`src/rtl/scm_pkg.sv`:
```
// ----------------------------------------------------------------------------
// scm_pkg
// Shared widths, constants and beat types of the stereo correlation meter.
// ----------------------------------------------------------------------------
package scm_pkg;

    localparam int SAMPLE_BITS = 24;
    localparam int ACC_BITS    = 48;
    localparam int COEFF_BITS  = 24;
    localparam int OUT_BITS    = 16;
    localparam int HALF_BITS   = ACC_BITS / 2;
    localparam int FIFO_DEPTH  = 2;

    localparam logic [COEFF_BITS-1:0] COEFF_RESET = COEFF_BITS'(6990);

    // one stereo sample pair as held in the input queue
    typedef struct packed {
        logic signed [SAMPLE_BITS-1:0] left_sample;
        logic signed [SAMPLE_BITS-1:0] right_sample;
        logic                          block_end;
    } item_t;

    // averages handed over for a snapshot, power terms already clamped at zero
    typedef struct packed {
        logic        [ACC_BITS-1:0] ll;
        logic        [ACC_BITS-1:0] rr;
        logic        [ACC_BITS-1:0] mm;
        logic        [ACC_BITS-1:0] ss;
        logic signed [ACC_BITS-1:0] lr;
    } snap_req_t;

    // result beat, correlation in the lowest bits
    typedef struct packed {
        logic signed [OUT_BITS-1:0] balance;
        logic        [OUT_BITS-1:0] stereo_width;
        logic signed [OUT_BITS-1:0] correlation;
    } result_t;

endpackage

```
`src/rtl/scm_front.sv`:
```
// ----------------------------------------------------------------------------
// scm_front
// Input side: accepts sample beats into a two-entry queue for the averager.
// ----------------------------------------------------------------------------
module scm_front
    import scm_pkg::*;
(
    input  logic                       clk,
    input  logic                       rst_n,
    input  logic                       s_axis_tvalid,
    output logic                       s_axis_tready,
    input  logic [2*SAMPLE_BITS-1:0]   s_axis_tdata,  // left_sample, right_sample
    input  logic                       s_axis_tlast,  // block_end
    output logic                       item_valid,
    input  logic                       item_ready,
    output item_t                      item
);

    item_t      mem_reg [FIFO_DEPTH];
    logic       wr_ptr_reg;
    logic       rd_ptr_reg;
    logic [1:0] count_reg;
    logic       push;
    logic       pop;

    assign s_axis_tready = (count_reg != 2'(FIFO_DEPTH));
    assign item_valid    = (count_reg != 2'd0);
    assign item          = mem_reg[rd_ptr_reg];
    assign push          = s_axis_tvalid && s_axis_tready;
    assign pop           = item_valid && item_ready;

    // queue storage
    always_ff @(posedge clk)
    begin
        if (push)
        begin
            mem_reg[wr_ptr_reg] <= '{left_sample:  s_axis_tdata[SAMPLE_BITS-1:0],
                                     right_sample: s_axis_tdata[2*SAMPLE_BITS-1:SAMPLE_BITS],
                                     block_end:    s_axis_tlast};
        end
    end

    // pointers and fill count
    always_ff @(posedge clk or negedge rst_n)
    begin
        if (!rst_n)
        begin
            wr_ptr_reg <= 1'b0;
            rd_ptr_reg <= 1'b0;
            count_reg  <= 2'd0;
        end
        else
        begin
            if (push)
                wr_ptr_reg <= ~wr_ptr_reg;
            if (pop)
                rd_ptr_reg <= ~rd_ptr_reg;
            if (push && !pop)
                count_reg <= count_reg + 2'd1;
            else if (pop && !push)
                count_reg <= count_reg - 2'd1;
        end
    end

    a_count_bound: assert property (@(posedge clk) disable iff (!rst_n)
        count_reg <= 2'(FIFO_DEPTH))
        else $error("input queue overfilled");

endmodule

```
`config.mk`:
```
export PLATFORM = sky130hd
export DESIGN_NAME = scm_front
export DESIGN_NICKNAME = d
export VERILOG_FILES = /design/src/rtl/scm_pkg.sv /design/src/rtl/scm_front.sv
export SDC_FILE = /design/constraint.sdc
export NUM_CORES = 1
export LEC_CHECK = 0
export ABC_AREA = 1
export BUFFER_PORTS_ARGS = -buffer_cell sky130_fd_sc_hd__clkbuf_2
export CORE_UTILIZATION = 47
export DETAILED_ROUTE_END_ITERATION = 10
export PLACE_DENSITY = 0.84
export SLEW_MARGIN = 15
export SYNTH_ARGS = -nofsm -noshare
export SYNTH_HDL_FRONTEND = slang
export SYNTH_SLANG_ARGS = --single-unit
```
`constraint.sdc`:
```
create_clock -name clk -period 8 [get_ports clk]
set_input_delay 2.4 -clock clk [delete_from_list [all_inputs] [get_ports clk]]
set_output_delay 2.4 -clock clk [all_outputs]
set_load 0.02 [all_outputs]
```
After elaboration in Yosys (flattened, before gate mapping)
Memory sizes are Yosys's and may differ from the RTL's.
Cells that the tools add are included.
{ "totals": {"regBits": 4, "latchBits": 0, "mem_bits_rw": 98, "rom_bits": 0, "wordCells": 21, "mem_count": 1} }
{ "mem_list": {"columns": ["memory", "depth", "word_bits", "rd", "rd_clocked_by_memory_dff", "write_ports", "line", "source"], "rows": [
  ["mem_reg", 2, 49, 1, 0, 1, "scm_front.sv:19", "item_t mem_reg [FIFO_DEPTH];"]
]} }
{ "classes": {"addsub": 2, "multipliers": 0, "div": 0, "order_cmp": 0, "n_eq_ne": 1, "shifts": 0, "muxes": 4, "bitwise": 2, "reduce_logical": 8} }
{ "ops": {"columns": ["cell", "n"], "rows": [
  ["logical AND 1 bit", 4],
  ["2-to-1 mux 2 bit", 2],
  ["nonzero test 2 bit", 2],
  ["adder 2 x 1 -> 2 bit (second input constant)", 1],
  ["logical NOT 1 bit", 2],
  ["2-to-1 mux 1 bit", 2],
  ["inequality test 2 bit (second input constant)", 1],
  ["inverter 1 bit", 2],
  ["subtractor 2 x 1 -> 2 bit (second input constant)", 1]
]} }

Longest topological paths before layout
{ "logic_depth": {"word_depth": 6, "depth_mapped": 10, "mapped_depth_nobuf": 10} }

Worst setup path after synthesis
OpenSTA, ideal clock, no wires.
{ "synth_timing": {"kind": "input -> register", "from": "in s_axis_tvalid", "to": "mem mem_reg[0][0] in the netlist's numbering (enable)", "arrival_time_ns": 4.522, "required_ns": 7.544, "slack_ns": 3.023, "cell_stages": 2, "path_cell_list": "nand2_4 nor2_1"} }
{ "synth_via": {"elab_chain_len": 3} }
{ "synth_lines": {"columns": ["item", "line", "source"], "rows": [
  ["from (decl)", "scm_front.sv:10", "input logic s_axis_tvalid,"],
  ["logical AND 1 bit", "scm_front.sv:29", "assign push = s_axis_tvalid && s_axis_tready;"],
  ["2-to-1 mux 1 bit", "scm_front.sv:35", "if (push)"],
  ["2-to-1 mux 1 bit (not written as such)", "scm_front.sv:37", "mem_reg[wr_ptr_reg] <= '{left_sample: s_axis_tdata[SAMPLE_BITS-1:0],"],
  ["to (decl)", "scm_front.sv:19", null]
]} }
Every way passes these cells.

==> results.py <==
metrics = {
    "synth": {
        "synth.distinct_cells": 18,
        "synth_nets": 339,
        "ys_warn_count": 0,
        "netlist_instances": 285,
        "avgSynthCellArea_sq_um": 13.57,
        "syn-cell-area_sq_um": 3866,
        "yosysSeqAreaShare_pct": 78.71,
        "synth-seq-cells": 102,
    },
    "sta": {
        "worst_slew_pin_slew_ns": 0.9455,
        "drv_slew": 0,
        "rsz0062_at_grt": "false",
        "min_period_ns": 4.414,
        "finalSetupTns_ns": 0,
        "finalSetupViolations": 0,
        "post-route-period-util_pct": 55.17,
        "finClkSkew_ns": 0.008171,
        "hold_violations": 0,
        "worst_slack_ns": 3.586,
        "timing.fmax_mhz": 226.6,
        "maxSlewHeadroom_pct": 36.97,
    },
    "setup_path": {
        "ff2ff_path_depth": 5,
        "startpoint_type": "register",
        "crit_arrival_ns": 2.01,
        "rrSetupSlack_ns": 6.01,
        "critPathMaxFanout": 51,
        "crit_required_ns": 5.60,
        "criticalPathCategory": "reg2out",
        "setup.worst_path.end_class": "output port",
    },
    "cells_and_area": {
        "largest_register_ff_count": 98,
        "syn_to_final_growth_pct": 20.97,
        "multiInputGateArea_sq_um": 695.7,
        "antenna_cells": 0,
        "drive_gt1_share_pct": 33.67,
        "utilization_pct": 59.60,
        "regArea_sq_um": 3044,
        "nets": 444,
        "final_common_cell": "nand2_1",
        "final_cell_mix": "nand2_1, clkbuf_2, edfxtp_1",
        "fill_cells": 625,
    },
    "min_path": {
        "hold_class": "reg2reg",
        "holdPathStages": 1,
    },
    "grt": {
        "grt_max_degree": 52,
        "grt_overflow": 0,
        "grt_pass1_vias": 2086,
        "antenna_found_initial": 0,
        "grt_pass1_wl_mm": 9.694,
        "grt_usage_pct": 15.10,
    },
    "power": {
        "power_uw": 1797,
        "powerDensity_nw_per_um2": 384.3,
        "cellLeakagePower_uw": 0.002044,
        "peakVddDrop_mv": 0.1929,
    },
    "clocking": {
        "clk_latency_ns": 0.35,
        "hold_buffers": 0,
        "cts_max_level": 3,
        "cts_tree": "yes",
        "cts_resized": 0,
        "clk_path_buf_depth": 2,
        "numCtsBuffers": 9,
        "clk_pin_slew_ns": 0.09,
        "clock_sinks": 102,
        "cts_root_buf": "clkbuf_8",
        "postCtsSetupBuffers": 0,
    },
    "routing": {
        "routed-wl-met3_um": 312,
        "wl_per_cell_um": 12.63,
        "dr_total_vias": 2302,
        "wl_met1_mm": 2.734,
        "drt_pass1_iterations": 5,
        "drtIter0Drc": 82,
        "highest_layer": "met4",
        "drt_wl_total_mm": 6.278,
        "vias_per_cell": 4.632,
        "dr_wl_met2_mm": 3.201,
        "drc": 0,
        "ant_nets": 0,
    },
    "place": {
        "place_ws_ns": 3.913,
        "io_buffer_count": 103,
        "hpwl_mm": 4.007,
        "place.gp.congestion": 0.7462,
    },
    "floorplanning": {
        "fp.dieW_um": 92.70,
        "dieArea_sq_um": 8592,
        "io_pins": 104,
        "start_util_pct": 49.27,
        "dieHeight_um": 92.70,
        "num_rows": 32,
        "core_area_sq_um": 7848,
    },
    "status": {
        "outcome": "completed",
    },
    "run": {
        "max_cap_viol_count": 0,
    },
}
[layer usage]
metal | up-vias | track usage (%)
li1 | 1163 | -
met2 | 78 | 27.10
met1 | 1057 | 17.64
met3 | 4 | 3.366
met4 | 0 | 5.769
met5 | - | 0
[where the power goes]
part | leakage (uW) | total (uW) | internal, uW | switching [uW]
Clock | 0.000112 | 378 | 209 | 169
Combinational | 0.000973 | 619 | 182 | 437
Sequential | 0.000958 | 801 | 729 | 71.3
[per-stage QoR]
stage / instances / hold slack (ns) / instance area, sq um
after CTS: 497 / 0.5216 / 4677
after floorplan: 285 / 0.4854 / 3866
after global placement: 481 / 0.5095 / 4432
after global routing: 497 / 0.5467 / 4677
after detailed placement: 481 / 0.5086 / 4432
final: 497 / 0.5187 / 4677
[cell usage after synthesis, drive strengths merged]
library cell	count	share of area [%]
nand3	2	0.39
ha	1	0.32
edfxtp	98	76
nand2	157	16
nand4	1	0.16
dfrtp	4	2.6
buf	11	2.8
xnor2	1	0.23
nor2	2	0.19
inv	7	0.87
xor2	1	0.42
[worst paths after layout]
path | end | startpoint
setup reg to reg | mem_reg[0][17] | count_reg[0]
max in group asynchronous | rd_ptr_reg | rst_n
min in group asynchronous | wr_ptr_reg | rst_n
hold reg to reg | count_reg[0] | count_reg[0]
setup / recovery | item[4] | rd_ptr_reg
hold / removal | count_reg[0] | count_reg[0]
[logic make-up after synthesis]
| logic type | after synthesis | share of synthesized area, % |
|---|---|---|
| flops | 102 | 78.71 |
| simple gates | 162 | 16.63 |
| buf+inv | 18 | 3.689 |
| xor+xnor | 2 | 0.6474 |
| fa+ha+maj | 1 | 0.3236 |
[cell type report]
cell class	count	share of cell area, %
multi-input cells	165	14.87
flip-flops and latches	102	65.09
clock buffers	9	2.648
inverters	7	0.7223
well taps	102	2.729
clock inverters	7	2.595
repair buffers	105	11.34
[critical path, cell delays in order, from the launching register on]
cell and delay [ns]:
dfrtp_2 0.98, inv_8 0.26, nand2_1 0.15, nand2_1 0.07
clkbuf_2 0.15
Note: power is estimated with default switching activity, not from simulation.
