==> config.mk <==
export PLATFORM = sky130hd
export DESIGN_NAME = scm_ema
export DESIGN_NICKNAME = d
export VERILOG_FILES = /design/src/rtl/scm_pkg.sv /design/src/rtl/scm_ema.sv
export SDC_FILE = /design/constraint.sdc
export NUM_CORES = 2
export LEC_CHECK = 0
export ABC_CLOCK_PERIOD_IN_PS = 29000
export BUFFER_PORTS_ARGS = -buffer_cell sky130_fd_sc_hd__buf_4
export CAP_MARGIN = 20
export CORE_MARGIN = 4
export CORE_UTILIZATION = 48
export CTS_CLUSTER_SIZE = 40
export DETAILED_ROUTE_END_ITERATION = 12
export MAX_ROUTING_LAYER = met4
export PLACE_DENSITY = 0.65
export SYNTH_ARGS = -nofsm -noshare
export SYNTH_HDL_FRONTEND = slang
export SYNTH_SLANG_ARGS = --single-unit
==> constraint.sdc <==
create_clock -name clk -period 29 [get_ports clk]
set_clock_uncertainty 0.15 [all_clocks]
set_input_delay 2.9 -clock clk [delete_from_list [all_inputs] [get_ports clk]]
set_output_delay 2.9 -clock clk [all_outputs]
set_load 0.02 [all_outputs]
==> src/rtl/scm_pkg.sv <==
// ----------------------------------------------------------------------------
// scm_pkg
// Shared widths, constants and beat types of the stereo correlation meter.
// ----------------------------------------------------------------------------
package scm_pkg;

    localparam int SAMPLE_BITS = 24;
    localparam int ACC_BITS    = 48;
    localparam int COEFF_BITS  = 24;
    localparam int OUT_BITS    = 16;
    localparam int HALF_BITS   = ACC_BITS / 2;
    localparam int FIFO_DEPTH  = 2;

    localparam logic [COEFF_BITS-1:0] COEFF_RESET = COEFF_BITS'(6990);

    // one stereo sample pair as held in the input queue
    typedef struct packed {
        logic signed [SAMPLE_BITS-1:0] left_sample;
        logic signed [SAMPLE_BITS-1:0] right_sample;
        logic                          block_end;
    } item_t;

    // averages handed over for a snapshot, power terms already clamped at zero
    typedef struct packed {
        logic        [ACC_BITS-1:0] ll;
        logic        [ACC_BITS-1:0] rr;
        logic        [ACC_BITS-1:0] mm;
        logic        [ACC_BITS-1:0] ss;
        logic signed [ACC_BITS-1:0] lr;
    } snap_req_t;

    // result beat, correlation in the lowest bits
    typedef struct packed {
        logic signed [OUT_BITS-1:0] balance;
        logic        [OUT_BITS-1:0] stereo_width;
        logic signed [OUT_BITS-1:0] correlation;
    } result_t;

endpackage

==> src/rtl/scm_ema.sv <==
// ----------------------------------------------------------------------------
// scm_ema
// Back end per sample: forms the five products and steps the five moving
// averages through one shared 24x24 multiplier.
// ----------------------------------------------------------------------------
module scm_ema
    import scm_pkg::*;
(
    input  logic                  clk,
    input  logic                  rst_n,
    input  logic [COEFF_BITS-1:0] coeff,
    input  logic                  item_valid,
    output logic                  item_ready,
    input  item_t                 item,
    output logic                  snap_start,
    input  logic                  snap_ready,
    output snap_req_t             snap_req
);

    typedef enum logic [2:0] {S_IDLE, S_PMUL, S_DIFF, S_LMUL, S_HMUL, S_UPD, S_SNAP} state_t;

    state_t                      state_reg;
    logic [2:0]                  k_reg;
    logic [HALF_BITS-1:0]        ml_reg, mr_reg, hs_reg, hd_reg;
    logic                        hs_odd_reg, hd_odd_reg, lr_neg_reg, last_reg;
    logic [ACC_BITS-1:0]         mul_reg;
    logic [ACC_BITS-1:0]         mag_reg;
    logic                        neg_reg;
    logic [HALF_BITS:0]          t_reg;
    logic signed [ACC_BITS-1:0]  acc_reg [5];

    logic [HALF_BITS-1:0]        mul_a, mul_b;
    logic signed [SAMPLE_BITS:0] sum_s, dif_s;
    logic [SAMPLE_BITS:0]        sum_m, dif_m;
    logic [ACC_BITS-1:0]         base;
    logic signed [ACC_BITS:0]    prod_s, diff_s;
    logic [ACC_BITS:0]           diff_m;
    logic [ACC_BITS:0]           round_sum;
    logic [ACC_BITS-1:0]         step;
    logic signed [ACC_BITS-1:0]  acc_k;

    // mid and side magnitudes of the incoming pair
    assign sum_s = {item.left_sample[SAMPLE_BITS-1], item.left_sample}
                 + {item.right_sample[SAMPLE_BITS-1], item.right_sample};
    assign dif_s = {item.left_sample[SAMPLE_BITS-1], item.left_sample}
                 - {item.right_sample[SAMPLE_BITS-1], item.right_sample};
    assign sum_m = sum_s[SAMPLE_BITS] ? (SAMPLE_BITS+1)'(-sum_s) : sum_s;
    assign dif_m = dif_s[SAMPLE_BITS] ? (SAMPLE_BITS+1)'(-dif_s) : dif_s;

    // multiplier operand select
    always_comb
    begin
        mul_a = '0;
        mul_b = '0;
        case (state_reg)
            S_PMUL:
            begin
                case (k_reg)
                    3'd0:    begin mul_a = ml_reg; mul_b = ml_reg; end
                    3'd1:    begin mul_a = mr_reg; mul_b = mr_reg; end
                    3'd2:    begin mul_a = ml_reg; mul_b = mr_reg; end
                    3'd3:    begin mul_a = hs_reg; mul_b = hs_reg; end
                    default: begin mul_a = hd_reg; mul_b = hd_reg; end
                endcase
            end
            S_LMUL:  begin mul_a = mag_reg[HALF_BITS-1:0];        mul_b = coeff; end
            S_HMUL:  begin mul_a = mag_reg[ACC_BITS-1:HALF_BITS]; mul_b = coeff; end
            default: begin mul_a = '0; mul_b = '0; end
        endcase
    end

    // product, difference to the average and rounded step
    assign acc_k = acc_reg[k_reg];
    always_comb
    begin
        base = mul_reg;
        if (k_reg == 3'd3 && hs_odd_reg)
            base = mul_reg + ACC_BITS'(hs_reg);
        else if (k_reg == 3'd4 && hd_odd_reg)
            base = mul_reg + ACC_BITS'(hd_reg);
    end
    assign prod_s    = (k_reg == 3'd2 && lr_neg_reg) ? -$signed({1'b0, base})
                                                     : $signed({1'b0, base});
    assign diff_s    = prod_s - $signed({acc_k[ACC_BITS-1], acc_k});
    assign diff_m    = diff_s[ACC_BITS] ? (ACC_BITS+1)'(-diff_s) : diff_s;
    assign round_sum = {1'b0, mul_reg} + (ACC_BITS+1)'(1 << (COEFF_BITS-1));
    assign step      = mul_reg + ACC_BITS'(t_reg);

    assign item_ready = (state_reg == S_IDLE);
    assign snap_start = (state_reg == S_SNAP) && snap_ready;

    // snapshot values, power averages clamped at zero
    assign snap_req.ll = acc_reg[0][ACC_BITS-1] ? '0 : acc_reg[0];
    assign snap_req.rr = acc_reg[1][ACC_BITS-1] ? '0 : acc_reg[1];
    assign snap_req.lr = acc_reg[2];
    assign snap_req.mm = acc_reg[3][ACC_BITS-1] ? '0 : acc_reg[3];
    assign snap_req.ss = acc_reg[4][ACC_BITS-1] ? '0 : acc_reg[4];

    // shared multiplier, registered
    always_ff @(posedge clk)
    begin
        mul_reg <= mul_a * mul_b;
    end

    // sequencer and averages
    always_ff @(posedge clk or negedge rst_n)
    begin
        if (!rst_n)
        begin
            state_reg <= S_IDLE;
            k_reg     <= '0;
            last_reg  <= 1'b0;
            for (int i = 0; i < 5; i++)
                acc_reg[i] <= '0;
        end
        else
        begin
            case (state_reg)
                S_IDLE:
                begin
                    if (item_valid)
                    begin
                        ml_reg     <= item.left_sample[SAMPLE_BITS-1]
                                      ? HALF_BITS'(-item.left_sample) : item.left_sample;
                        mr_reg     <= item.right_sample[SAMPLE_BITS-1]
                                      ? HALF_BITS'(-item.right_sample) : item.right_sample;
                        lr_neg_reg <= item.left_sample[SAMPLE_BITS-1]
                                      ^ item.right_sample[SAMPLE_BITS-1];
                        hs_reg     <= sum_m[SAMPLE_BITS:1];
                        hs_odd_reg <= sum_m[0];
                        hd_reg     <= dif_m[SAMPLE_BITS:1];
                        hd_odd_reg <= dif_m[0];
                        last_reg   <= item.block_end;
                        k_reg      <= '0;
                        state_reg  <= S_PMUL;
                    end
                end
                S_PMUL:
                    state_reg <= S_DIFF;
                S_DIFF:
                begin
                    mag_reg   <= diff_m[ACC_BITS-1:0];
                    neg_reg   <= diff_s[ACC_BITS];
                    state_reg <= S_LMUL;
                end
                S_LMUL:
                    state_reg <= S_HMUL;
                S_HMUL:
                begin
                    t_reg     <= round_sum[ACC_BITS:COEFF_BITS];
                    state_reg <= S_UPD;
                end
                S_UPD:
                begin
                    acc_reg[k_reg] <= neg_reg ? acc_k - $signed(step) : acc_k + $signed(step);
                    if (k_reg == 3'd4)
                        state_reg <= last_reg ? S_SNAP : S_IDLE;
                    else
                    begin
                        k_reg     <= k_reg + 3'd1;
                        state_reg <= S_PMUL;
                    end
                end
                S_SNAP:
                begin
                    if (snap_ready)
                        state_reg <= S_IDLE;
                end
                default:
                    state_reg <= S_IDLE;
            endcase
        end
    end

    a_lr_power_nonneg: assert property (@(posedge clk) disable iff (!rst_n)
        !acc_reg[0][ACC_BITS-1] && !acc_reg[1][ACC_BITS-1])
        else $error("left or right power average went negative");

    a_ms_power_nonneg: assert property (@(posedge clk) disable iff (!rst_n)
        !acc_reg[3][ACC_BITS-1] && !acc_reg[4][ACC_BITS-1])
        else $error("mid or side power average went negative");

endmodule

**Word-level counts from Yosys, hierarchy flattened**

Cells that the tools add are included.

- Magnitude comparators: 2
- Reductions and logical operators: 17
- Bitwise logic cells: 2
- Equality and inequality tests: 13
- Muxes and demuxes: 31
- $add $sub $neg: 16
- $mul: 1

Operators with widths:

| operator | number |
|---|---|
| 48-bit two-way mux | 7 |
| 240-bit bitwise mux | 1 |
| 24-bit one-hot mux with 3 select lines | 3 |
| 47-bit two-way mux | 4 |
| 48-bit binary-select mux with 3-bit select | 1 |
| 48-bit demux with 3-bit select | 1 |
| 48-bit by 24-bit adder with 48-bit output | 2 |
| 25-bit negation | 2 |
| 48-bit by 24-bit adder with 49-bit output, second input constant | 1 |
| 49-bit two-way mux | 1 |
| 48-bit negation with 49-bit output | 1 |
| 49-bit by 48-bit subtractor with 49-bit output | 1 |
| 48-bit by 25-bit adder with 48-bit output | 1 |
| 48-bit adder | 1 |
| 24-bit by 24-bit multiplier with 48-bit output | 1 |
| 24-bit two-way mux | 2 |
| 24-bit negation | 2 |
| 48-bit negation | 1 |
| 24-bit one-hot mux with 2 select lines | 1 |
| 48-bit subtractor | 1 |
| 23-bit two-way mux | 2 |
| 24-bit by 24-bit adder with 25-bit output | 1 |
| 24-bit by 24-bit subtractor with 25-bit output | 1 |
| 3-bit one-hot mux with 7 select lines | 1 |
| other kinds (17) | 42 |

- Bits of input ports: 77
- Flip-flop bits (word level): 468
- Word-level logic and storage cells: 105
- Output and inout port bits: 242

**Longest topological paths before layout**

- Word-level depth: 9
- Mapped depth: 44

**Worst setup path after synthesis**

OpenSTA, ideal clock, no wires.

- Path kind: input to register
- Start point: input coeff[0]
- End point: register mul_reg[47]
- Data required time: 28778 ps
- Setup slack: 18732 ps
- Library setup time: 72 ps
- Arrival time: 10045 ps
- Stages: 28
- Path through: a21o_1 -> clkbuf_1 -> nand2_1 -> fa_1 -> inv_1 -> fa_1 -> inv_1 -> fa_1 -> inv_1 -> fa_1 -> inv_1 -> fa_1 -> inv_1 -> fa_1 -> inv_1 -> fa_1 -> inv_1 -> ha_1 -> and4_1 -> a221o_1 -> a311o_1 -> a31oi_1 -> o31ai_1 -> a311oi_1 -> o31ai_1 -> a221o_1 -> a21oi_1 -> xnor2_1

- Word-level cells in the longest chain between the ends: 2

RTL lines:

| item | RTL line | source |
|---|---|---|
| start, declared | scm_ema.sv:11 | `input logic [COEFF_BITS-1:0] coeff,` |
| 24-bit one-hot mux with 2 select lines | scm_ema.sv:55 | `case (state_reg)` |
| 24-bit by 24-bit multiplier with 48-bit output | scm_ema.sv:102 | `mul_reg <= mul_a * mul_b;` |
| end signal, assigned | scm_ema.sv:102 |  |
| end, declared | scm_ema.sv:26 | `logic [ACC_BITS-1:0] mul_reg;` |

No other way between the ends.
A chain may end at the register's enable or synchronous reset.

**Worst setup path in the final report**

- Start point: register k_reg[1]
- End point: register mul_reg[47]

- Word-level cells in the longest chain between the ends: 5
- Elaborated cells between the ends (all ways): 11

RTL lines:

| item | RTL line | source |
|---|---|---|
| start, declared | scm_ema.sv:23 | `logic [2:0] k_reg;` |
| start signal, assigned | scm_ema.sv:160 | `k_reg <= k_reg + 3'd1;` |
| 3-bit by 2-bit == test with 1-bit output (tied with other cells) | scm_ema.sv:58 | `case (k_reg)` |
| 2-bit OR reduction (no source line) | -- |  |
| 24-bit one-hot mux with 3 select lines | scm_ema.sv:58 |  |
| 24-bit one-hot mux with 3 select lines / 24-bit one-hot mux with 2 select lines (equally long branches) | scm_ema.sv:55 |  |
| 24-bit by 24-bit multiplier with 48-bit output * | scm_ema.sv:102 |  |

Mark *: on every way between the ends. The rest lies on a longest branch, timed or not.

==> results.sh <==
export IMPL_outcome="completed"
export IMPL_path_class="flip-flop to flip-flop"
export IMPL_wl_mm=225.2
export IMPL_rsz0062_at_grt="false"
export IMPL_vias_per_cell=6.107
export IMPL_port_buffers=314
export IMPL_design_core_area_um2=119800
export IMPL_largest_reg_flops=192
export IMPL_max_cap_violations=0
export IMPL_critPathLaunchType="flip-flop"
export IMPL_postCtsResizedCells=0
export IMPL_cts_sink_count=467
export IMPL_wl_per_cell_um=26.71
export IMPL_detail_route_antenna_nets=0
export IMPL_grt_pass1_wl_mm=327.9
export IMPL_cp_slowest_cell="nor2_2"
export IMPL_synth_area_per_cell_um2=8.671
export IMPL_fp_dieW_um=355.4
export IMPL_die_y_um=355.4
export IMPL_path_max_fanout=70
export IMPL_gp_congestion=1.024
export IMPL_clock_fmax_mhz=82.15
export IMPL_finalHoldViolCount=0
export IMPL_die_area_um2=126300
export IMPL_post_cts_buffers=0
export IMPL_clock_path_buffers=3
export IMPL_syn_inst=6679
export IMPL_ctsHoldBuffers=0
export IMPL_synth_top_area_share_pct=16.90
export IMPL_yosys_warnings=0
export IMPL_grt_max_degree=71
export IMPL_tightestPinTransition_ns=1.133
export IMPL_final_setup_viol_count=0
export IMPL_worstPathRequired_ns=29.44
export IMPL_synth_seq_area_share_pct=21.25
export IMPL_fillCellCount=11350
export IMPL_synth_common_cells="inv_1, nand2_1, fa_1"
export IMPL_hold_class="flip-flop to flip-flop"
export IMPL_synth_edf_count=172
export IMPL_cts_tree="built"
export IMPL_drc_errors=0
export IMPL_regArea_um2=12320
export IMPL_critPathCaptureType="flip-flop"
export IMPL_route_vias_total=51480
export IMPL_arrival_ns=12.62
export IMPL_synth_seq_cells=467
export IMPL_antenna_found_initial=9
export IMPL_rows=127
export IMPL_drt_initial_drc_count=6219
export IMPL_area_delta_synth_final_pct=9.354
export IMPL_synthArstFlopShare_pct=52.89
export IMPL_synth_cell_types=107
export IMPL_min_period_ns=12.17
export IMPL_grtUsageTotal_pct=35.80
export IMPL_insertion_delay_ns=0.67
export IMPL_cts_buffers=53
export IMPL_drv_slew=0
export IMPL_period_share_pct=41.97
export IMPL_ys_top_cells_by_area="fa_1, dfrtp_1, edfxtp_1"
export IMPL_htreeDepth=2
export IMPL_multi_input_comb_area_um2=41130
export IMPL_synth_flop_cell="dfrtp_1"
export IMPL_setup_tns_ns=0
export IMPL_dp_hpwl_mm=181.3
export IMPL_grt_pass1_vias=49040
export IMPL_nets=7732
export IMPL_slowest_delay_ns=0.82
export IMPL_yosysTopAreaCell="fa_1"
export IMPL_cts_root_buf="clkbuf_16"
export IMPL_ioPinCount=319
export IMPL_yosysMostFrequentCell="inv_1"
export IMPL_timing_max_slew_rel_slack_pct=24.46
export IMPL_dr_pass1_iters=12
export IMPL_clk_pin_slew_ns=0.06
export IMPL_start_util_pct=48.34
export IMPL_worst_path_most_repeated_cell="inv_1"
export IMPL_syn_area_um2=57920
export IMPL_overflow=0
export IMPL_layout_drive_gt1_share_pct=11.33
cell type report:
| class | count | share of cell area (%) |
|---|---|---|
| Clock buffer | 61 | 2.238 |
| Inverter | 779 | 4.619 |
| Sequential cell | 467 | 19.45 |
| Tap cell | 1612 | 3.185 |
| Timing Repair Buffer | 405 | 4.844 |
| Multi-Input combinational cell | 5057 | 64.94 |
| Clock inverter | 38 | 0.6816 |
| Antenna cell | 11 | 0.04346 |
cells in the final DEF, fill, tap and decap left out, types with 105 or more instances in the layout:
cell type	synthesis	routed
a21oi_1	404	398
xnor2_1	330	330
fa_1	489	489
nand2_1	715	713
nor2b_1	225	223
inv_1	777	777
o21ai_0	285	285
dfrtp_1	247	240
mux2_2	183	183
a21o_1	165	165
xor2_1	158	158
ha_1	403	402
edfxtp_1	172	172
nor2_1	454	450
buf_4	56	403
mux2i_1	105	105
cell families (layout without fill, tap and decap cells):
group | after synthesis | count (layout) | share of synthesized area (%)
other cells | 1 | 15 | 0.006475
flops | 467 | 467 | 21.25
compound gates | 1440 | 1440 | 16.43
fa+ha+maj | 892 | 892 | 25.61
xor+xnor | 489 | 489 | 7.408
simple gates | 1944 | 1944 | 15.96
mux | 288 | 288 | 5.373
buf+inv | 1158 | 1283 | 7.963
final timing paths:
check	start	end	slack (ns)	depth (start not counted)
worst min register to register	acc_reg[95]$_DFFE_PN0P_	acc_reg[95]$_DFFE_PN0P_	0.34	2
worst max-delay path	k_reg[1]$_DFFE_PN0P_	mul_reg[47]$_DFF_P_	16.83	36
max in group asynchronous	rst_n	acc_reg[8]$_DFFE_PN0P_	24.56	3
worst min-delay path	acc_reg[95]$_DFFE_PN0P_	acc_reg[95]$_DFFE_PN0P_	0.34	2
worst max register to register	k_reg[1]$_DFFE_PN0P_	mul_reg[47]$_DFF_P_	16.83	36
min in group asynchronous	rst_n	acc_reg[233]$_DFFE_PN0P_	1.99	1
worst max-delay path: cells and delay by family (launching register included):
kind                     cells  cell delay [ns]
adder cells (fa/ha/maj)      9             4.32
XOR/XNOR                     1             0.15
flip-flops                   1             0.67
buffers and inverters       10             1.45
AO/OA/AOI/OAI               11             3.76
AND/OR/NAND/NOR              5             1.57
routing by layer:
layer	GRT usage, %	wire [um]	up-vias
li1	-	-	22820
met1	50.00	97830	25860
met2	52.63	97870	2437
met3	7.319	21660	371
met4	10.62	7800	0
met5	-	0	-
through the flow:
| stage | cells | cell area, um^2 | setup WS [ns] | hold slack [ns] | util (%) |
|---|---|---|---|---|---|
| 3_3_place_gp | 8319 | 61430 | 17.21 | 0.3219 | 51.27 |
| 3_5_place_dp | 8319 | 61430 | 17.08 | 0.3330 | 51.27 |
| 5_1_grt | 8425 | 63320 | 16.31 | 0.3635 | 52.85 |
| 6_report | 8430 | 63330 | 16.83 | 0.3426 | 52.86 |
| 2_1_floorplan | 6682 | 57930 | 18.73 | 0.3131 | - |
| 4_1_cts | 8418 | 63280 | 17.06 | 0.3454 | 52.81 |
Power is not shown: default switching activity piles up to over one toggle a cycle in this logic, so the estimate is an artifact.
