File: config.mk
export PLATFORM = sky130hd
export DESIGN_NAME = scm_snap
export DESIGN_NICKNAME = d
export VERILOG_FILES = /design/src/rtl/scm_pkg.sv /design/src/rtl/scm_snap.sv
export SDC_FILE = /design/constraint.sdc
export NUM_CORES = 2
export LEC_CHECK = 0
export BUFFER_PORTS_ARGS = -buffer_cell sky130_fd_sc_hd__buf_2
export CAP_MARGIN = 25
export CORE_MARGIN = 8
export CORE_UTILIZATION = 65
export DETAILED_ROUTE_END_ITERATION = 8
export PLACE_DENSITY_LB_ADDON = 0.15
export SYNTH_ARGS = -nofsm -noshare
export SYNTH_HDL_FRONTEND = slang
export SYNTH_SLANG_ARGS = --single-unit
File: constraint.sdc
create_clock -name clk -period 26.6 [get_ports clk]
set_input_delay 1.33 -clock clk [delete_from_list [all_inputs] [get_ports clk]]
set_output_delay 1.33 -clock clk [all_outputs]
set_load 0.01 [all_outputs]
File: src/rtl/scm_pkg.sv
// ----------------------------------------------------------------------------
// scm_pkg
// Shared widths, constants and beat types of the stereo correlation meter.
// ----------------------------------------------------------------------------
package scm_pkg;

    localparam int SAMPLE_BITS = 24;
    localparam int ACC_BITS    = 48;
    localparam int COEFF_BITS  = 24;
    localparam int OUT_BITS    = 16;
    localparam int HALF_BITS   = ACC_BITS / 2;
    localparam int FIFO_DEPTH  = 2;

    localparam logic [COEFF_BITS-1:0] COEFF_RESET = COEFF_BITS'(6990);

    // one stereo sample pair as held in the input queue
    typedef struct packed {
        logic signed [SAMPLE_BITS-1:0] left_sample;
        logic signed [SAMPLE_BITS-1:0] right_sample;
        logic                          block_end;
    } item_t;

    // averages handed over for a snapshot, power terms already clamped at zero
    typedef struct packed {
        logic        [ACC_BITS-1:0] ll;
        logic        [ACC_BITS-1:0] rr;
        logic        [ACC_BITS-1:0] mm;
        logic        [ACC_BITS-1:0] ss;
        logic signed [ACC_BITS-1:0] lr;
    } snap_req_t;

    // result beat, correlation in the lowest bits
    typedef struct packed {
        logic signed [OUT_BITS-1:0] balance;
        logic        [OUT_BITS-1:0] stereo_width;
        logic signed [OUT_BITS-1:0] correlation;
    } result_t;

endpackage

File: src/rtl/scm_snap.sv
// ----------------------------------------------------------------------------
// scm_snap
// Snapshot unit: LL*RR over partial products, bit-pair square root, then
// three restoring fraction divides for correlation, width and balance.
// ----------------------------------------------------------------------------
module scm_snap
    import scm_pkg::*;
(
    input  logic      clk,
    input  logic      rst_n,
    input  logic      snap_start,
    output logic      snap_ready,
    input  snap_req_t snap_req,
    output logic      res_valid,
    input  logic      res_ready,
    output result_t   res
);

    typedef enum logic [2:0] {S_IDLE, S_MUL, S_SQRT, S_DSET, S_DIV, S_DEND, S_OUT} state_t;
    typedef enum logic [1:0] {Q_CORR, Q_WIDTH, Q_BAL} quot_t;

    state_t                state_reg;
    quot_t                 sel_reg;
    logic [5:0]            cnt_reg;
    snap_req_t             req_reg;
    logic [HALF_BITS-1:0]  mul_a, mul_b;
    logic [ACC_BITS-1:0]   mul_reg;
    logic [2*ACC_BITS-1:0] prod_reg, prod_next, pp;
    logic [2*ACC_BITS-1:0] rad_reg;
    logic [ACC_BITS:0]     rem_reg;
    logic [ACC_BITS-1:0]   root_reg;
    logic [ACC_BITS+2:0]   rem_sh, trial;
    logic [ACC_BITS:0]     n_sel, d_sel;
    logic                  neg_sel;
    logic [ACC_BITS:0]     d_reg;
    logic [ACC_BITS:0]     drem_reg;
    logic [ACC_BITS+1:0]   drem_sh;
    logic [OUT_BITS:0]     q_reg, qf;
    logic                  dzero_reg, full_reg, neg_reg;
    logic [5:0]            last_step;
    logic [ACC_BITS-1:0]   lr_mag, bal_mag;
    logic [OUT_BITS-1:0]   sq_val;

    assign snap_ready = (state_reg == S_IDLE);
    assign res_valid  = (state_reg == S_OUT);

    // partial product select for LL*RR
    always_comb
    begin
        case (cnt_reg[1:0])
            2'd0:    begin mul_a = req_reg.ll[HALF_BITS-1:0];        mul_b = req_reg.rr[HALF_BITS-1:0]; end
            2'd1:    begin mul_a = req_reg.ll[HALF_BITS-1:0];        mul_b = req_reg.rr[ACC_BITS-1:HALF_BITS]; end
            2'd2:    begin mul_a = req_reg.ll[ACC_BITS-1:HALF_BITS]; mul_b = req_reg.rr[HALF_BITS-1:0]; end
            default: begin mul_a = req_reg.ll[ACC_BITS-1:HALF_BITS]; mul_b = req_reg.rr[ACC_BITS-1:HALF_BITS]; end
        endcase
    end

    // place the previous partial product
    always_comb
    begin
        case (cnt_reg)
            6'd1:    pp = (2*ACC_BITS)'(mul_reg);
            6'd2:    pp = (2*ACC_BITS)'(mul_reg) << HALF_BITS;
            6'd3:    pp = (2*ACC_BITS)'(mul_reg) << HALF_BITS;
            6'd4:    pp = (2*ACC_BITS)'(mul_reg) << ACC_BITS;
            default: pp = '0;
        endcase
    end
    assign prod_next = prod_reg + pp;

    // square root step: two radicand bits a cycle
    assign rem_sh = {rem_reg, rad_reg[2*ACC_BITS-1:2*ACC_BITS-2]};
    assign trial  = {1'b0, root_reg, 2'b01};

    // divide operands
    assign lr_mag  = req_reg.lr[ACC_BITS-1] ? ACC_BITS'(-req_reg.lr) : req_reg.lr;
    assign bal_mag = (req_reg.rr >= req_reg.ll) ? req_reg.rr - req_reg.ll
                                                : req_reg.ll - req_reg.rr;
    always_comb
    begin
        case (sel_reg)
            Q_CORR:
            begin
                n_sel   = {1'b0, lr_mag};
                d_sel   = {1'b0, root_reg};
                neg_sel = req_reg.lr[ACC_BITS-1];
            end
            Q_WIDTH:
            begin
                n_sel   = {1'b0, req_reg.ss};
                d_sel   = {1'b0, req_reg.mm} + {1'b0, req_reg.ss};
                neg_sel = 1'b0;
            end
            default:
            begin
                n_sel   = {1'b0, bal_mag};
                d_sel   = {1'b0, req_reg.ll} + {1'b0, req_reg.rr};
                neg_sel = (req_reg.rr < req_reg.ll);
            end
        endcase
    end

    assign last_step = (sel_reg == Q_WIDTH) ? 6'(OUT_BITS - 1) : 6'(OUT_BITS - 2);
    assign drem_sh   = {drem_reg, 1'b0};

    // quotient with the full-scale case, then signed saturation
    always_comb
    begin
        if (full_reg)
            qf = (sel_reg == Q_WIDTH) ? (OUT_BITS+1)'(1) << OUT_BITS
                                      : (OUT_BITS+1)'(1) << (OUT_BITS - 1);
        else
            qf = q_reg;
        if (dzero_reg)
            sq_val = '0;
        else if (neg_reg)
            sq_val = OUT_BITS'(-qf);
        else if (qf >= (OUT_BITS+1)'(1) << (OUT_BITS - 1))
            sq_val = OUT_BITS'((1 << (OUT_BITS - 1)) - 1);
        else
            sq_val = qf[OUT_BITS-1:0];
    end

    always_ff @(posedge clk)
    begin
        mul_reg <= mul_a * mul_b;
    end

    // snapshot sequencer
    always_ff @(posedge clk or negedge rst_n)
    begin
        if (!rst_n)
        begin
            state_reg <= S_IDLE;
            sel_reg   <= Q_CORR;
            cnt_reg   <= '0;
        end
        else
        begin
            case (state_reg)
                S_IDLE:
                begin
                    if (snap_start)
                    begin
                        req_reg   <= snap_req;
                        prod_reg  <= '0;
                        cnt_reg   <= '0;
                        state_reg <= S_MUL;
                    end
                end
                S_MUL:
                begin
                    prod_reg <= prod_next;
                    if (cnt_reg == 6'd4)
                    begin
                        rad_reg   <= prod_next;
                        rem_reg   <= '0;
                        root_reg  <= '0;
                        cnt_reg   <= '0;
                        state_reg <= S_SQRT;
                    end
                    else
                        cnt_reg <= cnt_reg + 6'd1;
                end
                S_SQRT:
                begin
                    if (rem_sh >= trial)
                    begin
                        rem_reg  <= (ACC_BITS+1)'(rem_sh - trial);
                        root_reg <= {root_reg[ACC_BITS-2:0], 1'b1};
                    end
                    else
                    begin
                        rem_reg  <= rem_sh[ACC_BITS:0];
                        root_reg <= {root_reg[ACC_BITS-2:0], 1'b0};
                    end
                    rad_reg <= rad_reg << 2;
                    if (cnt_reg == 6'(ACC_BITS - 1))
                    begin
                        sel_reg   <= Q_CORR;
                        state_reg <= S_DSET;
                    end
                    else
                        cnt_reg <= cnt_reg + 6'd1;
                end
                S_DSET:
                begin
                    drem_reg  <= n_sel;
                    d_reg     <= d_sel;
                    dzero_reg <= (d_sel == '0);
                    full_reg  <= (n_sel >= d_sel);
                    neg_reg   <= neg_sel;
                    q_reg     <= '0;
                    cnt_reg   <= '0;
                    state_reg <= S_DIV;
                end
                S_DIV:
                begin
                    if (drem_sh >= {1'b0, d_reg})
                    begin
                        drem_reg <= (ACC_BITS+1)'(drem_sh - {1'b0, d_reg});
                        q_reg    <= {q_reg[OUT_BITS-1:0], 1'b1};
                    end
                    else
                    begin
                        drem_reg <= drem_sh[ACC_BITS:0];
                        q_reg    <= {q_reg[OUT_BITS-1:0], 1'b0};
                    end
                    if (cnt_reg == last_step)
                        state_reg <= S_DEND;
                    else
                        cnt_reg <= cnt_reg + 6'd1;
                end
                S_DEND:
                begin
                    case (sel_reg)
                        Q_CORR:
                        begin
                            res.correlation <= sq_val;
                            sel_reg         <= Q_WIDTH;
                            state_reg       <= S_DSET;
                        end
                        Q_WIDTH:
                        begin
                            if (dzero_reg)
                                res.stereo_width <= '0;
                            else if (qf[OUT_BITS])
                                res.stereo_width <= '1;
                            else
                                res.stereo_width <= qf[OUT_BITS-1:0];
                            sel_reg   <= Q_BAL;
                            state_reg <= S_DSET;
                        end
                        default:
                        begin
                            res.balance <= sq_val;
                            state_reg   <= S_OUT;
                        end
                    endcase
                end
                S_OUT:
                begin
                    if (res_ready)
                        state_reg <= S_IDLE;
                end
                default:
                    state_reg <= S_IDLE;
            endcase
        end
    end

    a_res_hold: assert property (@(posedge clk) disable iff (!rst_n)
        res_valid && !res_ready |=> res_valid && $stable(res))
        else $error("snapshot result changed before it was taken");

    a_start_idle: assert property (@(posedge clk) disable iff (!rst_n)
        snap_start |=> state_reg == S_MUL)
        else $error("snapshot start not taken");

endmodule

Yosys cells after proc, flatten, opt, wreduce, memory -nomap -nowiden
Index checks and enable logic that the tools add are counted.
{"block": "word_totals", "register_bits": 754, "inputBits": 244, "out_inout_bits": 50, "word_cells": 131}
{"block": "classes", "add_sub_neg": 10, "mul": 1, "n_lt_le_gt_ge": 6, "eq_ne": 23, "n_mux": 44, "bitwise": 1, "n_reduce_logical": 24}
{"operator": "one-hot mux 96 bit (2 select lines)", "count": 2}
{"operator": "one-hot mux 49 bit (2 select lines)", "count": 3}
{"operator": "one-hot mux 96 bit (3 select lines)", "count": 1}
{"operator": "two-way mux 96 bit", "count": 2}
{"operator": "one-hot mux 48 bit (2 select lines)", "count": 2}
{"operator": "two-way mux 49 bit", "count": 3}
{"operator": "two-way mux 48 bit", "count": 3}
{"operator": "adder 48 x 48 -> 49 bit", "count": 2}
{"operator": "subtractor 49 bit", "count": 2}
{"operator": "adder 96 bit", "count": 1}
{"operator": "subtractor 48 bit", "count": 2}
{"operator": "two-way mux 16 bit", "count": 4}
{"operator": ">= comparator 51 x 50 -> 1 bit", "count": 1}
{"operator": ">= comparator 50 x 49 -> 1 bit", "count": 1}
{"operator": ">= comparator 49 bit", "count": 1}
{"operator": "logical NOT 49 bit", "count": 1}
{"operator": ">= comparator 48 bit", "count": 1}
{"operator": "less-than comparator 48 bit", "count": 1}
{"operator": "multiplier 24 x 24 -> 48 bit", "count": 1}
{"operator": "two-way mux 24 bit", "count": 2}
{"operator": "negation 48 bit", "count": 1}
{"operator": "two-way mux 17 bit", "count": 2}
{"operator": "one-hot mux 17 bit (2 select lines)", "count": 1}
{"operator": "one-hot mux 6 bit (5 select lines)", "count": 1}
{"operator": "33 further kinds", "count": 68}

Logic depth before layout (Yosys ltp)
{"block": "logic_depth", "depth_word": 7, "depth_mapped": 37, "ltp_nobuf": 34}

Worst setup path before layout
OpenSTA, ideal clock, no wires.
{"block": "synth_path", "path_type": "register to register", "start": "register state_reg[2]", "end": "register rad_reg[0], enable pin", "setup_ns": 0.771, "t_arrival_ns": 10.290, "t_required_ns": 25.829, "path_slack_ns": 15.538, "path_stages_with_launch": 9, "n_path_buf": 4, "synth_period_minus_slack_ns": 11.062, "path_cell_list": "dfrtp_1 clkbuf_1 nor2b_1 nor2b_1 clkbuf_1 clkbuf_1 clkbuf_1 a21oi_1 nor2b_1"}
{"block": "synth_between", "elab_chain_cells": 3, "word_cells_on_any_way": 5, "classes_between": "eq/ne (3); reduce/logical (2)"}
{"element": "start, declared", "line": "scm_snap.sv:22", "rtl": "state_t state_reg;"}
{"element": "start signal, assigned", "line": "scm_snap.sv:134", "rtl": "state_reg <= S_IDLE;"}
{"element": "start signal, assigned", "line": "scm_snap.sv:148", "rtl": "state_reg <= S_MUL;"}
{"element": "start signal, assigned", "line": "scm_snap.sv:160", "rtl": "state_reg <= S_SQRT;"}
{"element": "== test 3 x 1 -> 1 bit or == test 3 x 2 -> 1 bit (tied branches)", "line": "scm_snap.sv:140", "rtl": "case (state_reg)"}
{"element": "!= test 2 bit (no source line) or nonzero test 2 bit (tied branches)"}
{"element": "AND reduction 3 bit (no source line) (*)"}
{"element": "end signal, assigned", "line": "scm_snap.sv:156", "rtl": "rad_reg <= prod_next;"}
{"element": "end signal, assigned", "line": "scm_snap.sv:177", "rtl": "rad_reg <= rad_reg << 2;"}
{"element": "end, declared", "line": "scm_snap.sv:29", "rtl": "logic [2*ACC_BITS-1:0] rad_reg;"}
Mark *: on every way between the ends. The rest lies on a longest branch, timed or not.
A chain may end at the register's enable or synchronous reset.

Final worst setup path
{"block": "layout_path", "start": "register cnt_reg[1]", "end": "register mul_reg[46]"}
{"block": "layout_between", "elab_chain_cells": 4, "word_cells_on_any_way": 8, "classes_between": "mul (1); eq/ne (2); mux (2); reduce/logical (3)"}
{"element": "start, declared", "line": "scm_snap.sv:24", "rtl": "logic [5:0] cnt_reg;"}
{"element": "start signal, assigned", "line": "scm_snap.sv:163", "rtl": "cnt_reg <= cnt_reg + 6'd1;"}
{"element": "start signal, assigned", "line": "scm_snap.sv:184", "rtl": "cnt_reg <= cnt_reg + 6'd1;"}
{"element": "start signal, assigned", "line": "scm_snap.sv:212", "rtl": "cnt_reg <= cnt_reg + 6'd1;"}
{"element": "== test 2 x 1 -> 1 bit (tied with other cells)", "line": "scm_snap.sv:50", "rtl": "case (cnt_reg[1:0])"}
{"element": "OR reduction 2 bit (no source line)"}
{"element": "two-way mux 24 bit", "line": "scm_snap.sv:50"}
{"element": "multiplier 24 x 24 -> 48 bit (*)", "line": "scm_snap.sv:126", "rtl": "mul_reg <= mul_a * mul_b;"}
{"element": "end signal, assigned", "line": "scm_snap.sv:126"}
{"element": "end, declared", "line": "scm_snap.sv:27", "rtl": "logic [ACC_BITS-1:0] mul_reg;"}
Marked as above.

==> flow_metrics.env <==
export IMPL_cpPeakStageDelay_ns=0.64
export IMPL_grt_usage=0.399
export IMPL_rsz0062_at_grt="no"
export IMPL_max_freq_mhz=98.4
export IMPL_outcome="complete, no violations"
export IMPL_netlist_area_mm2=0.0723
export IMPL_vias_per_cell=6.55
export IMPL_synth_most_common_cell="inv_1"
export IMPL_arrival_ns=10.72
export IMPL_min_path_type="reg2reg"
export IMPL_synth_edf_count=695
export IMPL_period_minus_slack_ns=10.16
export IMPL_ff2ff_path_depth=34
export IMPL_htree_levels=3
export IMPL_worstPathRequired_ns=27.15
export IMPL_slew_limit_headroom=0.170
export IMPL_core_region_area_mm2=0.111
export IMPL_clockRootBuffer="clkbuf_16"
export IMPL_skew_ns=0.0423
export IMPL_synth_top_area_frac=0.289
export IMPL_die_height_um=349
export IMPL_grt_max_degree=261
export IMPL_slowest_stage="buf_4"
export IMPL_cts_setup_buffers=0
export IMPL_synth_fa_ha_area_frac=0.241
export IMPL_min_to="rad_reg[45]"
export IMPL_hold_depth=2
export IMPL_grt_remaining_overflow=0
export IMPL_dp_slack_ns=16.52
export IMPL_netlist_top_cells_count="inv_1 (913), nor2_1 (844), nand2_1 (836)"
export IMPL_fin_nets=9564
export IMPL_setup_viol=0
export IMPL_ys_flop_type="edfxtp_1"
export IMPL_synthTopCellsByArea="edfxtp_1 (29%), fa_1 (14%), ha_1 (11%)"
export IMPL_setup_ws_ns=16.44
export IMPL_ios=294
export IMPL_synth_top_family_by_area="adder cells"
export IMPL_setup_tns_ns=0
export IMPL_clk_path_buf_depth=3
export IMPL_die_w_um=349
export IMPL_die_area_mm2=0.122
export IMPL_hp_start="rad_reg[43]"
export IMPL_place_hpwl_mm=197
export IMPL_numCtsBuffers=84
export IMPL_startpoint_type="register"
export IMPL_drt_total_wl_mm=251
export IMPL_synth_nets=9406
export IMPL_cts_tree="yes"
export IMPL_place_gp_congestion=1.10
export IMPL_r2r_end="mul_reg[46]"
export IMPL_drtPass1Iterations=7
export IMPL_path_clk_slew_ns=0.06
export IMPL_path_common_cell="fa_1"
export IMPL_r2r_start="cnt_reg[1]"
export IMPL_path_class="reg2reg"
export IMPL_antenna_found_initial=8
export IMPL_cp_end_kind="register"
export IMPL_cts_resized=0
export IMPL_largest_reg_flops=240
export IMPL_drv_cap=0
export IMPL_synth_simple_area_share=0.149
export IMPL_via_count=64074
export IMPL_hold_viol_final=0
export IMPL_cts_hold_buffers_added=0
export IMPL_synth_distinct_cells=83
export IMPL_yosysTopAreaCell="edfxtp_1"
export IMPL_worst_hold_slack_ns=0.499
export IMPL_worst_slew_pin_transition_ns=1.24
export IMPL_yosys_warnings=0
export IMPL_grt_pass1_vias=61127
export IMPL_synth_seq_area_share=0.306
export IMPL_async_flop_share=0.0146
export IMPL_ant_nets=0
export IMPL_reg2reg_setup_slack_ns=16.44
export IMPL_avgSynthCellArea_um2=8.97
export IMPL_cts_sinks=754
export IMPL_worst_path_max_fanout=61
export IMPL_drv_slew=0
export IMPL_start_util=0.654
export IMPL_synthMuxAreaShare=0.0152
export IMPL_drt_initial_drc_count=8847
export IMPL_rows=122
export IMPL_synth_seq_cells=754
export IMPL_syn_to_final_growth_pct=8.43
export IMPL_portBuffers=293
export IMPL_drc_errors=0
export IMPL_synthCells=8060
export IMPL_synth_compound_area_frac=0.176
export IMPL_setup_worst_path_start="cnt_reg[1]"
export IMPL_grt_first_pass_wirelength_mm=371
export IMPL_clock_latency_ns=0.70
export IMPL_post_route_util=0.709
export IMPL_timing_final_crit_share=0.382
export IMPL_synthXorXnorAreaFrac=0.0456
export IMPL_drive_gt1_frac=0.0797
export IMPL_wire_per_inst_um=25.7
how the worst max path moves through the flow:
stage | end | slack [ns] | cells after the start
finish | mul_reg[46] | 16.44 | 34
global route | mul_reg[46] | 15.93 | 34
CTS | mul_reg[46] | 16.51 | 34
detailed placement | mul_reg[46] | 16.52 | 34
global placement | mul_reg[46] | 16.75 | 34
floorplan | rad_reg[0] | 15.54 | 8
layout make-up:
type                       instances  area [um2]
multi-input combinational       6028       45500
fill                            8685       32100
timing repair buffer             431        2560
clock inverter                    60         676
clock buffer                      94        2160
sequential                       754       22100
antenna                            5        12.5
inverter                         919        3450
tap                             1488        1860
kinds of logic after synthesis:
group	after synthesis
mux	108
compound gates	2019
buf+inv	1278
fa+ha+maj	1102
flops	754
xor+xnor	376
simple gates	2423
per-layer routing:
layer	vias up	global-route usage	routed length, um
met4	8	0.185	14800
li1	28177	-	-
met2	4417	0.563	101000
met3	746	0.121	36600
met1	30726	0.561	98700
met5	-	0.00863	170
worst max-delay path: cells and delay by family, from the launching register on:
| family | cells | cell delay [ns] |
|---|---|---|
| DFF | 1 | 0.58 |
| buffers and inverters | 8 | 1.46 |
| xor gates and xnor gates | 1 | 0.16 |
| AOI/OAI and AO/OA | 13 | 3.19 |
| adders and majority gates | 9 | 4.22 |
| and+or+nand+nor | 3 | 0.35 |
layout by cell type, fill, tap and decap left out, types with 94 or more instances in the layout:
| master | Yosys | final |
|---|---|---|
| a21o_1 | 233 | 232 |
| ha_1 | 614 | 614 |
| nor2_1 | 844 | 838 |
| nor3_1 | 95 | 94 |
| edfxtp_1 | 695 | 695 |
| buf_4 | 0 | 132 |
| xor2_1 | 100 | 100 |
| and2_1 | 96 | 96 |
| a21oi_1 | 580 | 580 |
| xnor2_1 | 276 | 276 |
| buf_2 | 7 | 293 |
| inv_1 | 913 | 912 |
| fa_1 | 488 | 488 |
| nand3_1 | 119 | 119 |
| nand2_1 | 836 | 836 |
| o21ai_0 | 487 | 478 |
metrics by stage:
stage / std cells / instance area, um2
floorplan: 8060 / 72300
global placement: 9613 / 75400
detailed placement: 9617 / 75500
CTS: 9771 / 78300
global route: 9775 / 78400
finish: 9779 / 78400
Power is not shown: default switching activity piles up to over one toggle a cycle in this logic, so the estimate is an artifact.
